`src/rtl/rpn_ram.sv`:
```
`default_nettype none
module rpn_ram #(
  parameter int Width = 32,
  parameter int Depth = 64
) (
  input  wire logic                     clk_i,
  input  wire logic                     we_i,
  input  wire logic [$clog2(Depth)-1:0] waddr_i,
  input  wire logic [Width-1:0]         wdata_i,
  input  wire logic [$clog2(Depth)-1:0] raddr_i,
  output logic      [Width-1:0]         rdata_o
);
  logic [Width-1:0] mem_q [Depth];

  always_ff @(posedge clk_i) begin
    if (we_i) begin
      mem_q[waddr_i] <= wdata_i;
    end
    rdata_o <= mem_q[raddr_i];
  end
endmodule
`default_nettype wire

```
`config.mk`:
```
export PLATFORM = sky130hd
export DESIGN_NAME = rpn_ram
export DESIGN_NICKNAME = d
export VERILOG_FILES = /design/src/rtl/rpn_ram.sv
export SDC_FILE = /design/constraint.sdc
export NUM_CORES = 2
export LEC_CHECK = 0
export ABC_AREA = 0
export BUFFER_PORTS_ARGS = -buffer_cell sky130_fd_sc_hd__buf_4
export CORE_MARGIN = 2
export CORE_UTILIZATION = 30
export CTS_CLUSTER_SIZE = 20
export DETAILED_ROUTE_END_ITERATION = 10
export GPL_ROUTABILITY_DRIVEN = 0
export GPL_TIMING_DRIVEN = 0
export SETUP_SLACK_MARGIN = 0.05
export SLEW_MARGIN = 0
export SYNTH_ARGS = -nofsm -noshare
export SYNTH_HDL_FRONTEND = slang
export SYNTH_SLANG_ARGS = --single-unit
```
`constraint.sdc`:
```
create_clock -name clk_i -period 4.4 [get_ports clk_i]
set_input_delay 0.22 -clock clk_i [delete_from_list [all_inputs] [get_ports clk_i]]
set_output_delay 0.22 -clock clk_i [all_outputs]
set_load 0.005 [all_outputs]
```
==> flow_results.xml <==
<?xml version="1.0" encoding="UTF-8"?>
<metrics>
  <group name="cells_and_area">
    <metric name="finalCoreUtilization" unit="%">35.7</metric>
    <metric name="fillerInstances" unit="">23562</metric>
    <metric name="area_growth" unit="%">18.2</metric>
    <metric name="multi_input_comb_area" unit="µm²">16000</metric>
    <metric name="layout.nets" unit="">3775</metric>
    <metric name="finish.instance_area" unit="µm²">92800</metric>
    <metric name="post_route_cells_drive_above_1_share" unit="%">29.8</metric>
    <metric name="seq_area" unit="µm²">62100</metric>
  </group>
  <group name="global_route">
    <metric name="vias_in_the_first_global_route" unit="">38583</metric>
    <metric name="grt_start_max_net_pins" unit="">65</metric>
    <metric name="grt_antenna_before_repair" unit="">24</metric>
    <metric name="first_pass_grt_wire_length" unit="µm">328000</metric>
    <metric name="gr-usage-all-layers" unit="%">18.1</metric>
    <metric name="grt_remaining_overflow" unit="">0</metric>
  </group>
  <group name="floorplanning">
    <metric name="fp.dieW" unit="µm">516</metric>
    <metric name="floorplan.die.height" unit="µm">516</metric>
    <metric name="start_util" unit="%">30.2</metric>
    <metric name="i_o_pin_count" unit="">78</metric>
    <metric name="design.die.area" unit="µm²">266000</metric>
    <metric name="design.core.area" unit="µm²">260000</metric>
    <metric name="floorplan.rows" unit="">187</metric>
  </group>
  <group name="placement">
    <metric name="placement.cell_area" unit="µm²">85900</metric>
    <metric name="placement.setup.worst_slack" unit="ps">-871</metric>
    <metric name="placement.io_buffers" unit="">69</metric>
    <metric name="post_dp_hpwl" unit="µm">159000</metric>
  </group>
  <group name="pwr">
    <metric name="vdd_ir_drop_max" unit="V">0.000364</metric>
    <metric name="finalPower" unit="W">0.0414</metric>
    <metric name="static_leakage_power" unit="nW">28.3</metric>
    <metric name="switching_share" unit="%">22.3</metric>
    <metric name="cell_internal_pwr" unit="W">0.0322</metric>
    <metric name="seq_power_share" unit="%">53.1</metric>
    <metric name="pwr-share-comb" unit="%">5.6</metric>
    <metric name="power.share.clock" unit="%">41.3</metric>
    <metric name="p_per_area" unit="nW/µm²">446</metric>
    <metric name="p_sw" unit="W">0.00925</metric>
  </group>
  <group name="worst_setup_path">
    <metric name="critical_path.startpoint" unit="">raddr_i[1]</metric>
    <metric name="timing.critical_path.to_type" unit="">flip-flop</metric>
    <metric name="startpoint_type" unit="">input port</metric>
    <metric name="crit_required" unit="ps">5070</metric>
    <metric name="reg2reg_from" unit="">mem_q[39][1]</metric>
    <metric name="critical_path_peak_fanout" unit="">10</metric>
    <metric name="path_class" unit="">in -&gt; reg</metric>
    <metric name="cp.arrival" unit="ps">5110</metric>
  </group>
  <group name="timing">
    <metric name="achievable-frequency" unit="MHz">225</metric>
    <metric name="final.period_utilization" unit="%">101</metric>
    <metric name="timing_max_transition_violations_final" unit="">0</metric>
    <metric name="worstMarginPinSlew" unit="ps">1480</metric>
    <metric name="fin_worst_hold_slack" unit="ps">171</metric>
    <metric name="timing.clock.skew" unit="ps">71.7</metric>
    <metric name="final.min_clock_period" unit="ps">4440</metric>
    <metric name="grt_setup_unrepaired" unit="">no</metric>
    <metric name="timing.final.hold_violations" unit="">0</metric>
    <metric name="slew-limit-headroom" unit="%">1.27</metric>
    <metric name="setup_slack" unit="ps">-39.8</metric>
    <metric name="finalSetupViolCount" unit="">2</metric>
  </group>
  <group name="status">
    <metric name="failed_checks" unit="">setup timing</metric>
    <metric name="run_status" unit="">finished with violations</metric>
  </group>
  <group name="route">
    <metric name="antenna_violating_nets_post_route" unit="">0</metric>
    <metric name="remaining_drc_errors" unit="">0</metric>
    <metric name="drt_first_iter_violations" unit="">6217</metric>
    <metric name="routed_wire_length_per_instance" unit="µm">32.9</metric>
    <metric name="post_drt_via_cell_ratio" unit="">5.36</metric>
    <metric name="finalWirelength" unit="µm">243000</metric>
    <metric name="vias_after_detailed_routing" unit="">39629</metric>
    <metric name="firstDrtPassIters" unit="">5</metric>
  </group>
  <group name="synth">
    <metric name="synth_area" unit="µm²">78500</metric>
    <metric name="synthAdderAreaFrac" unit="%">0</metric>
    <metric name="post-synth-top-area-cell" unit="">sky130_fd_sc_hd__edfxtp_1</metric>
    <metric name="post_synthesis_mux_area_share" unit="%">16.8</metric>
    <metric name="post_synth.cell_area_avg" unit="µm²">23.6</metric>
    <metric name="postSynthNetCount" unit="">3370</metric>
    <metric name="synth.ff_latch_count" unit="">2080</metric>
    <metric name="synth_xor_xnor_area_share" unit="%">0</metric>
    <metric name="edff_count_synth" unit="">2048</metric>
    <metric name="async_flop_share" unit="%">0</metric>
    <metric name="synth_simple_gate_area_share" unit="%">1.27</metric>
    <metric name="ys.flop_type" unit="">sky130_fd_sc_hd__edfxtp_1</metric>
    <metric name="yosys_warnings" unit="">0</metric>
    <metric name="synth_sequential_area_ratio" unit="%">79.1</metric>
    <metric name="area_fraction_in_compound_gates_after_synthesis" unit="%">1.67</metric>
    <metric name="post_synth_num_cell_types" unit="">34</metric>
    <metric name="largest_family_of_logic_cells_by_synthesized_area" unit="">multiplexers</metric>
    <metric name="top_cell_type_s_share_of_synthesized_area" unit="%">78.3</metric>
    <metric name="syn_inst" unit="">3324</metric>
    <metric name="synth.area.top_cells" unit="">sky130_fd_sc_hd__edfxtp_1, sky130_fd_sc_hd__mux4_2, sky130_fd_sc_hd__mux2i_1</metric>
  </group>
  <group name="clock_network">
    <metric name="buffer_depth_of_the_longest_clock_path" unit="">3</metric>
    <metric name="cts-resized-gates" unit="">0</metric>
    <metric name="tritoncts_clock_tree" unit="">built</metric>
    <metric name="clkTransAtPathRegs" unit="ps">60</metric>
    <metric name="clock-root-buffer" unit="">sky130_fd_sc_hd__clkbuf_16</metric>
    <metric name="clk_latency" unit="ps">870</metric>
    <metric name="cts_buffers" unit="">203</metric>
    <metric name="ctsHtreeMaxLevel" unit="">4</metric>
    <metric name="clock_sinks" unit="">2080</metric>
  </group>
  <group name="run">
    <metric name="timing.max_cap.violations" unit="">0</metric>
  </group>
  <group name="worst_hold_path">
    <metric name="hold_sp" unit="">waddr_i[1]</metric>
    <metric name="worst_hold_path_type" unit="">in -&gt; reg</metric>
  </group>
</metrics>
[routing by layer]
layer,track usage [%],wire length (µm)
met3,3.96,26200
met4,7.33,10900
met5,0,79
met1,24.4,92700
met2,28.4,114000
[synth_stat cells (25+ instances only)]
master and n:
sky130_fd_sc_hd__o221ai_1 27, sky130_fd_sc_hd__buf_2 57, sky130_fd_sc_hd__edfxtp_1 2048, sky130_fd_sc_hd__nor2_1 137, sky130_fd_sc_hd__dfxtp_1 32, sky130_fd_sc_hd__a21oi_1 62, sky130_fd_sc_hd__nand2_1 26, sky130_fd_sc_hd__clkbuf_1 74
sky130_fd_sc_hd__mux2i_1 93, sky130_fd_sc_hd__o22ai_1 84, sky130_fd_sc_hd__buf_4 25, sky130_fd_sc_hd__mux4_2 544
[power by group through the flow]
stage	registers [W]	clock network, W	logic (W)
after floorplan	0.0224	0	0.00107
after global placement	0.0224	0	0.00219
after detailed placement	0.0224	0	0.00227
after CTS	0.0220	0.0173	0.00231
after global routing	0.0220	0.0181	0.00240
final	0.0220	0.0171	0.00232
[cell usage in the layout (no fill, tap or decap), drive strengths merged, types with 12 or more instances in the layout]
cell type and count:
edfxtp 2048, mux4 544, clkbuf 324, buf 276, nor2 137, clkinv 96
mux2i 93, o22ai 84, a21oi 62, dlygate4sd3 32, dfxtp 32, o221ai 27
nand2 26, nor2b 15, bufinv 13, a22oi 12
[sequential cells by signal, indices dropped and copies added, names as in the netlist]
signal	count
mem_q	2048
rdata_o	32
[worst paths after layout]
path,to,slack [ps],cells past startpoint
worst max-delay path,rdata_o[13],-40,9
worst min-delay path,mem_q[48][1],170,2
worst max register to register,rdata_o[1],1590,5
worst min register to register,rdata_o[8],980,4
[worst max-delay path: stages]
cell and delay (ps):
sky130_fd_sc_hd__buf_2 490, sky130_fd_sc_hd__buf_2 430, sky130_fd_sc_hd__buf_2 390, sky130_fd_sc_hd__buf_1 1030, sky130_fd_sc_hd__nand3b_1 720, sky130_fd_sc_hd__o221ai_1 390, sky130_fd_sc_hd__a21oi_1 220, sky130_fd_sc_hd__a21oi_1 920
sky130_fd_sc_hd__nor2_1 240
[final cells by class]
cell class,instances,share of cell area [%]
sequential,2080,67.0
buffer,182,0.959
clock buffer,250,5.75
antenna,5,0.0135
multi-input combinational,1062,17.2
tap,3496,4.71
timing repair buffer,200,3.12
clock inverter,124,1.26
[stage by stage]
step	std cells	setup TNS, ps
after CTS	7394	0
after global routing	7396	0
after floorplan	3324	0
after global placement	6889	-2131510
after detailed placement	6988	-5870
final	7399	-55.8
[timing repair]
item                      4_1_cts  5_1_grt
hold endpoints to repair     1749        0
setup buffers                   0        0
hold buffers                   32        0
[kinds of logic after synthesis]
logic type	after synthesis
AOI/OAI and AO/OA	202
buffers and inverters	182
DFF	2080
muxes	637
and+or+nand+nor	223
Power figures use the tool's default switching activity.
