### config.mk
export PLATFORM = sky130hd
export DESIGN_NAME = rpn_alu
export DESIGN_NICKNAME = d
export VERILOG_FILES = /design/src/rtl/rpn_pkg.sv /design/src/rtl/rpn_alu.sv
export SDC_FILE = /design/constraint.sdc
export NUM_CORES = 2
export LEC_CHECK = 0
export CELL_PAD_IN_SITES_DETAIL_PLACEMENT = 2
export CELL_PAD_IN_SITES_GLOBAL_PLACEMENT = 2
export CORE_MARGIN = 2
export CORE_UTILIZATION = 40
export DETAILED_ROUTE_END_ITERATION = 16
export DONT_BUFFER_PORTS = 1
export PLACE_DENSITY_LB_ADDON = 0.08
export SYNTH_ARGS = -nofsm -noshare
export SYNTH_HDL_FRONTEND = slang
export SYNTH_SLANG_ARGS = --single-unit
### constraint.sdc
create_clock -name clk_i -period 14.2 [get_ports clk_i]
set_clock_uncertainty 0.1 [all_clocks]
set_input_delay 0 -clock clk_i [delete_from_list [all_inputs] [get_ports clk_i]]
set_output_delay 0 -clock clk_i [all_outputs]
set_load 0.01 [all_outputs]
### src/rtl/rpn_pkg.sv
`default_nettype none
package rpn_pkg;

  typedef enum logic [1:0] {
    OPN_PUSH   = 2'd0,
    OPN_APPLY  = 2'd1,
    OPN_COPY   = 2'd2,
    OPN_REDUCE = 2'd3
  } opn_e;

  typedef enum logic [1:0] {
    AOP_ADD = 2'd0,
    AOP_SUB = 2'd1,
    AOP_MUL = 2'd2,
    AOP_DIV = 2'd3
  } aop_e;

  typedef enum logic [1:0] {
    ST_OK   = 2'd0,
    ST_FEW  = 2'd1,
    ST_OVF  = 2'd2,
    ST_DIV0 = 2'd3
  } status_e;

  typedef struct packed {
    logic [1:0]         operation;
    logic [1:0]         arith_op;
    logic signed [31:0] push_value;
  } in_item_t;

  typedef struct packed {
    logic signed [31:0] top_value;
    logic [6:0]         stack_depth;
    logic [1:0]         status;
  } out_item_t;

  typedef struct packed {
    logic               start;
    logic [1:0]         op;
    logic signed [31:0] a;
    logic signed [31:0] b;
  } alu_req_t;

  typedef struct packed {
    logic               done;
    logic signed [31:0] res;
    logic [1:0]         status;
  } alu_rsp_t;

  typedef enum logic [3:0] {
    S_IDLE,
    S_RD_B,
    S_RD_A,
    S_WAIT_A,
    S_ALU,
    S_ALU_WAIT,
    S_WR,
    S_COPY,
    S_RD_TOP,
    S_TOP_WAIT,
    S_OUT
  } state_e;

endpackage
`default_nettype wire

### src/rtl/rpn_alu.sv
`default_nettype none
// Shared unit: add/sub, multiply, and divide at one quotient bit a cycle.
module rpn_alu (
  input  wire logic             clk_i,
  input  wire logic             rst_ni,
  input  wire rpn_pkg::alu_req_t req_i,
  output rpn_pkg::alu_rsp_t     rsp_o
);
  import rpn_pkg::*;

  localparam int DivBits = 48;

  typedef enum logic [1:0] {A_IDLE, A_MUL, A_DIV, A_FIN} alu_st_e;

  alu_st_e              st_q, st_d;
  logic signed [63:0]   acc_q, acc_d;
  logic [47:0]          quo_q, quo_d;
  logic [47:0]          rem_q, rem_d;
  logic [47:0]          dvd_q, dvd_d;
  logic [31:0]          dvs_q;
  logic                 neg_q;
  logic [5:0]           cnt_q, cnt_d;
  logic signed [31:0]   res_q, res_d;
  logic [1:0]           sts_q, sts_d;
  logic                 done_q, done_d;

  logic [48:0]          rem_sh;
  logic [48:0]          rem_sub;
  logic signed [64:0]   sum;
  logic signed [63:0]   mag;
  logic signed [64:0]   sval;

  function automatic logic [31:0] abs32(input logic signed [31:0] v);
    abs32 = v[31] ? 32'(-v) : 32'(v);
  endfunction

  always_comb begin
    rem_sh  = {rem_q, dvd_q[47]};
    rem_sub = rem_sh - {17'd0, dvs_q};
  end

  always_comb begin
    st_d   = st_q;
    acc_d  = acc_q;
    quo_d  = quo_q;
    rem_d  = rem_q;
    dvd_d  = dvd_q;
    cnt_d  = cnt_q;
    res_d  = res_q;
    sts_d  = sts_q;
    done_d = 1'b0;
    sum    = '0;
    mag    = '0;
    sval   = '0;
    unique case (st_q)
      A_IDLE: begin
        if (req_i.start) begin
          sts_d = ST_OK;
          unique case (aop_e'(req_i.op))
            AOP_ADD, AOP_SUB: begin
              if (aop_e'(req_i.op) == AOP_ADD) begin
                sum = 65'(req_i.a) + 65'(req_i.b);
              end else begin
                sum = 65'(req_i.a) - 65'(req_i.b);
              end
              acc_d = 64'(sum);
              st_d  = A_FIN;
            end
            AOP_MUL: begin
              acc_d = 64'(req_i.a) * 64'(req_i.b);
              st_d  = A_MUL;
            end
            AOP_DIV: begin
              if (req_i.b == '0) begin
                res_d  = req_i.a[31] ? 32'sh8000_0000 : 32'sh7FFF_FFFF;
                sts_d  = ST_DIV0;
                done_d = 1'b1;
              end else begin
                dvd_d = {abs32(req_i.a), 16'd0};
                rem_d = '0;
                quo_d = '0;
                cnt_d = '0;
                st_d  = A_DIV;
              end
            end
            default: ;
          endcase
        end
      end
      A_MUL: begin
        mag   = acc_q[63] ? -acc_q : acc_q;
        mag   = mag >>> 16;
        acc_d = acc_q[63] ? -mag : mag;
        st_d  = A_FIN;
      end
      A_DIV: begin
        if (!rem_sub[48]) begin
          rem_d = rem_sub[47:0];
          quo_d = {quo_q[46:0], 1'b1};
        end else begin
          rem_d = rem_sh[47:0];
          quo_d = {quo_q[46:0], 1'b0};
        end
        dvd_d = {dvd_q[46:0], 1'b0};
        cnt_d = cnt_q + 6'd1;
        if (cnt_q == 6'(DivBits - 1)) begin
          sval  = {17'd0, quo_d};
          acc_d = neg_q ? 64'(-sval) : 64'(sval);
          st_d  = A_FIN;
        end
      end
      A_FIN: begin
        if (acc_q > 64'sh7FFF_FFFF) begin
          res_d = 32'sh7FFF_FFFF;
          sts_d = ST_OVF;
        end else if (acc_q < -64'sh8000_0000) begin
          res_d = 32'sh8000_0000;
          sts_d = ST_OVF;
        end else begin
          res_d = acc_q[31:0];
        end
        done_d = 1'b1;
        st_d   = A_IDLE;
      end
      default: st_d = A_IDLE;
    endcase
  end

  always_ff @(posedge clk_i or negedge rst_ni) begin
    if (!rst_ni) begin
      st_q   <= A_IDLE;
      done_q <= 1'b0;
    end else begin
      st_q   <= st_d;
      done_q <= done_d;
    end
  end

  always_ff @(posedge clk_i) begin
    acc_q <= acc_d;
    quo_q <= quo_d;
    rem_q <= rem_d;
    dvd_q <= dvd_d;
    cnt_q <= cnt_d;
    res_q <= res_d;
    sts_q <= sts_d;
    if (st_q == A_IDLE && req_i.start) begin
      dvs_q <= abs32(req_i.b);
      neg_q <= req_i.a[31] ^ req_i.b[31];
    end
  end

  assign rsp_o = '{done: done_q, res: res_q, status: sts_q};
endmodule
`default_nettype wire

==> out/qor.txt <==
Clock-pin slew on the worst setup and hold paths -> 60 ps
First-pass GRT wire length -> 330000 um
Worst-margin pin slew -> 1190 ps
Number of flops mapped to enable cells by yosys -> 264
Status -> finished, final reports clean
H-tree levels -> 2
Area growth syn-to-layout -> 6.49%
# Post-CTS Setup Buffers -> 0
Max Cap Viol -> 0
Largest family of logic cells by synthesized area -> adder cells
Hold path depth -> 3
Crit Path Max Fanout -> 63
Detail Route Antenna Nets -> 0
Clock latency on the worst-skew pair -> 570 ps
Seq/Total Area, Yosys -> 14.2%
Total CTS buffers -> 35
# IOs -> 104
Die ar. -> 144000 sq um
Final WL -> 214000 um
Post-Synth XOR/XNOR Area -> 4.94%
# port buffers -> 0
Simple-Gate Fraction of Synth Area -> 17.4%
Top-area cell type share of the netlist area -> 38.4%
TritonCTS clock tree -> yes
Final hold violations -> 0
RSZ-0062 raised after global routing -> false
Vias in the first global route -> 50600
DRT Pass-1 Iters -> 7
Die Span Y -> 380 um
Largest net degree at the start of global routing -> 95
WS Path Type -> in2reg
Minimum clock period -> 8610 ps
R2R cell count -> 24
Multiplexer area fraction after synthesis -> 0.410%
Most common cell in the netlist -> inv_1
Data arrival, critical path -> 8820 ps
Crit. End Element -> flip-flop
Main synth FF type -> edfxtp_1
CTS Root Cell -> clkbuf_16
Global Route Usage Sum -> 30.1%
Num rows -> 137
Synth cell types -> 90
Post-synth top area cell -> fa_1
DRC Markers -> 0
Max Slew Vio Count -> 0
F_max -> 0.116 GHz
Drt initial violations -> 2567
Post-DR wirelength/cell -> 27.1 um
Avg Cell Area, Syn -> 9.15 sq um
Max_slew headroom -> 18.6%
Initial antenna violation count -> 14
Via count -> 44100
Compound-Gate Fraction of Synth Area -> 9.07%
Drt via density -> 5.58
Cell count after synthesis -> 6178
Setup_tns -> 0 ps
Synth cell count leaders -> inv_1, fa_1, nand2_1
Critical path required time -> 14410 ps
Adder-Cell Fraction of Synth Area -> 44.1%
Core box area -> 140000 sq um
Final setup viols -> 0
Area contributors post-synth -> fa_1, edfxtp_1, inv_1, and2_1, ha_1
Post-Syn Area -> 56500 sq um
HP Class -> in2reg
Gr ovfl total -> 0
Fin crit share -> 60.6%
DP HPWL -> 156000 um
Sink Count -> 267
Worst setup SP type -> primary input
Gpl congestion -> 0.858
Synth warn -> 0
Final nets -> 7397
CTS max path bufs -> 3
Share of layout cells above drive strength 1 -> 2.40%
Share of flip-flops with an asynchronous set or reset -> 1.12%
Post-synthesis register bit count -> 267
Initial Util -> 40.4%
Die X -> 380 um
Syn nets -> 7589
through the flow:
step	cells	setup WS [ps]	instance area, sq um	utilization [%]	hold WS (ps)
after floorplan	6178	2060	56500	-	-396
after global placement	7696	5220	57700	41.2	-395
after detailed placement	7696	5130	57700	41.2	-395
after CTS	7888	5710	60200	43.0	9.98
after global routing	7888	5410	60200	43.0	20.7
final	7894	5590	60200	43.0	57.4
per-layer routing:
metal | GRT usage [%] | wire, um | vias to the layer above
met5 | 0 | 0 | -
met4 | 7.28 | 5680 | 0
met3 | 2.85 | 9880 | 233
met2 | 52.5 | 106000 | 990
met1 | 40.3 | 92400 | 23900
li1 | - | - | 18900
placed cells by master, fill, tap and decap left out, drive strengths merged, types with 8 or more instances in the layout:
| cell type | n |
|---|---|
| o31ai | 48 |
| buf | 25 |
| nor3 | 57 |
| fa | 1084 |
| dlygate4sd3 | 129 |
| nand2b | 46 |
| o21ai | 162 |
| and4 | 8 |
| a21oi | 216 |
| ha | 258 |
| or2 | 22 |
| o21a | 18 |
| o21bai | 17 |
| a22oi | 30 |
| o41ai | 24 |
| nor2b | 18 |
| nand2 | 763 |
| clkbuf | 43 |
| mux2i | 22 |
| and3 | 19 |
| nor4 | 22 |
| a31oi | 25 |
| a32oi | 11 |
| and2 | 566 |
| clkinv | 12 |
| nand3b | 10 |
| a211oi | 42 |
| o211ai | 24 |
| xor2 | 99 |
| a21o | 97 |
| nor2 | 207 |
| inv | 1101 |
| edfxtp | 264 |
| or3 | 46 |
| nand3 | 77 |
| or4 | 28 |
| nand4 | 40 |
| xnor2 | 220 |
kinds of logic after synthesis:
family	after synthesis
flip-flops	267
XOR/XNOR	319
buffers and inverters	1484
AO/OA/AOI/OAI	791
AND/OR/NAND/NOR	1952
adder cells (fa/ha/maj)	1342
multiplexers	23
path summary, 6_finish.rpt:
check                                from        end  slack (ps)
worst max register to register  dvd_q[47]  acc_q[52]        7280
min in group asynchronous          rst_ni    st_q[1]         180
worst max-delay path            req_i[63]  acc_q[63]        5590
worst min register to register  dvd_q[37]  dvd_q[38]         430
worst min-delay path            req_i[27]  dvs_q[31]          60
max in group asynchronous          rst_ni     done_q       13640
flip-flops by register name (all words and copies together), names as in the netlist:
signal  flops
dvs_q      32
neg_q       1
quo_q      47
sts_q       2
cnt_q       6
dvd_q      32
done_q      1
res_q      32
rem_q      48
st_q        2
acc_q      64
critical path, cell delays in order:
cell,delay (ps)
inv_1,380
nor2_1,180
ha_1,400
fa_1,540
fa_1,1030
fa_1,570
fa_1,510
fa_1,600
fa_1,480
fa_1,480
ha_1,480
and3_1,230
and2_1,210
nand3_1,160
nor2_1,300
o211ai_1,320
nor3b_1,270
o41ai_1,710
a31o_2,290
o22ai_1,110
nor4b_1,150
or3_1,320
layout make-up:
| type | instances | area [sq um] |
|---|---|---|
| Clock buffer | 43 | 906 |
| Clock inverter | 20 | 318 |
| Fill cell | 15200 | 79700 |
| Timing Repair Buffer | 154 | 1480 |
| Antenna cell | 6 | 15.0 |
| Tap cell | 1876 | 2350 |
| Sequential cell | 267 | 8000 |
| Inverter | 1101 | 4130 |
| Multi-Input combinational cell | 4427 | 43000 |
repair_timing:
item | 4_1_cts | 5_1_grt
gates resized for setup | 0 | 0
hold endpoints to repair | 113 | 0
setup endpoints to repair | 0 | 0
hold buffers | 129 | 0
Power is not shown: default switching activity piles up to over one toggle a cycle in this logic, so the estimate is an artifact.
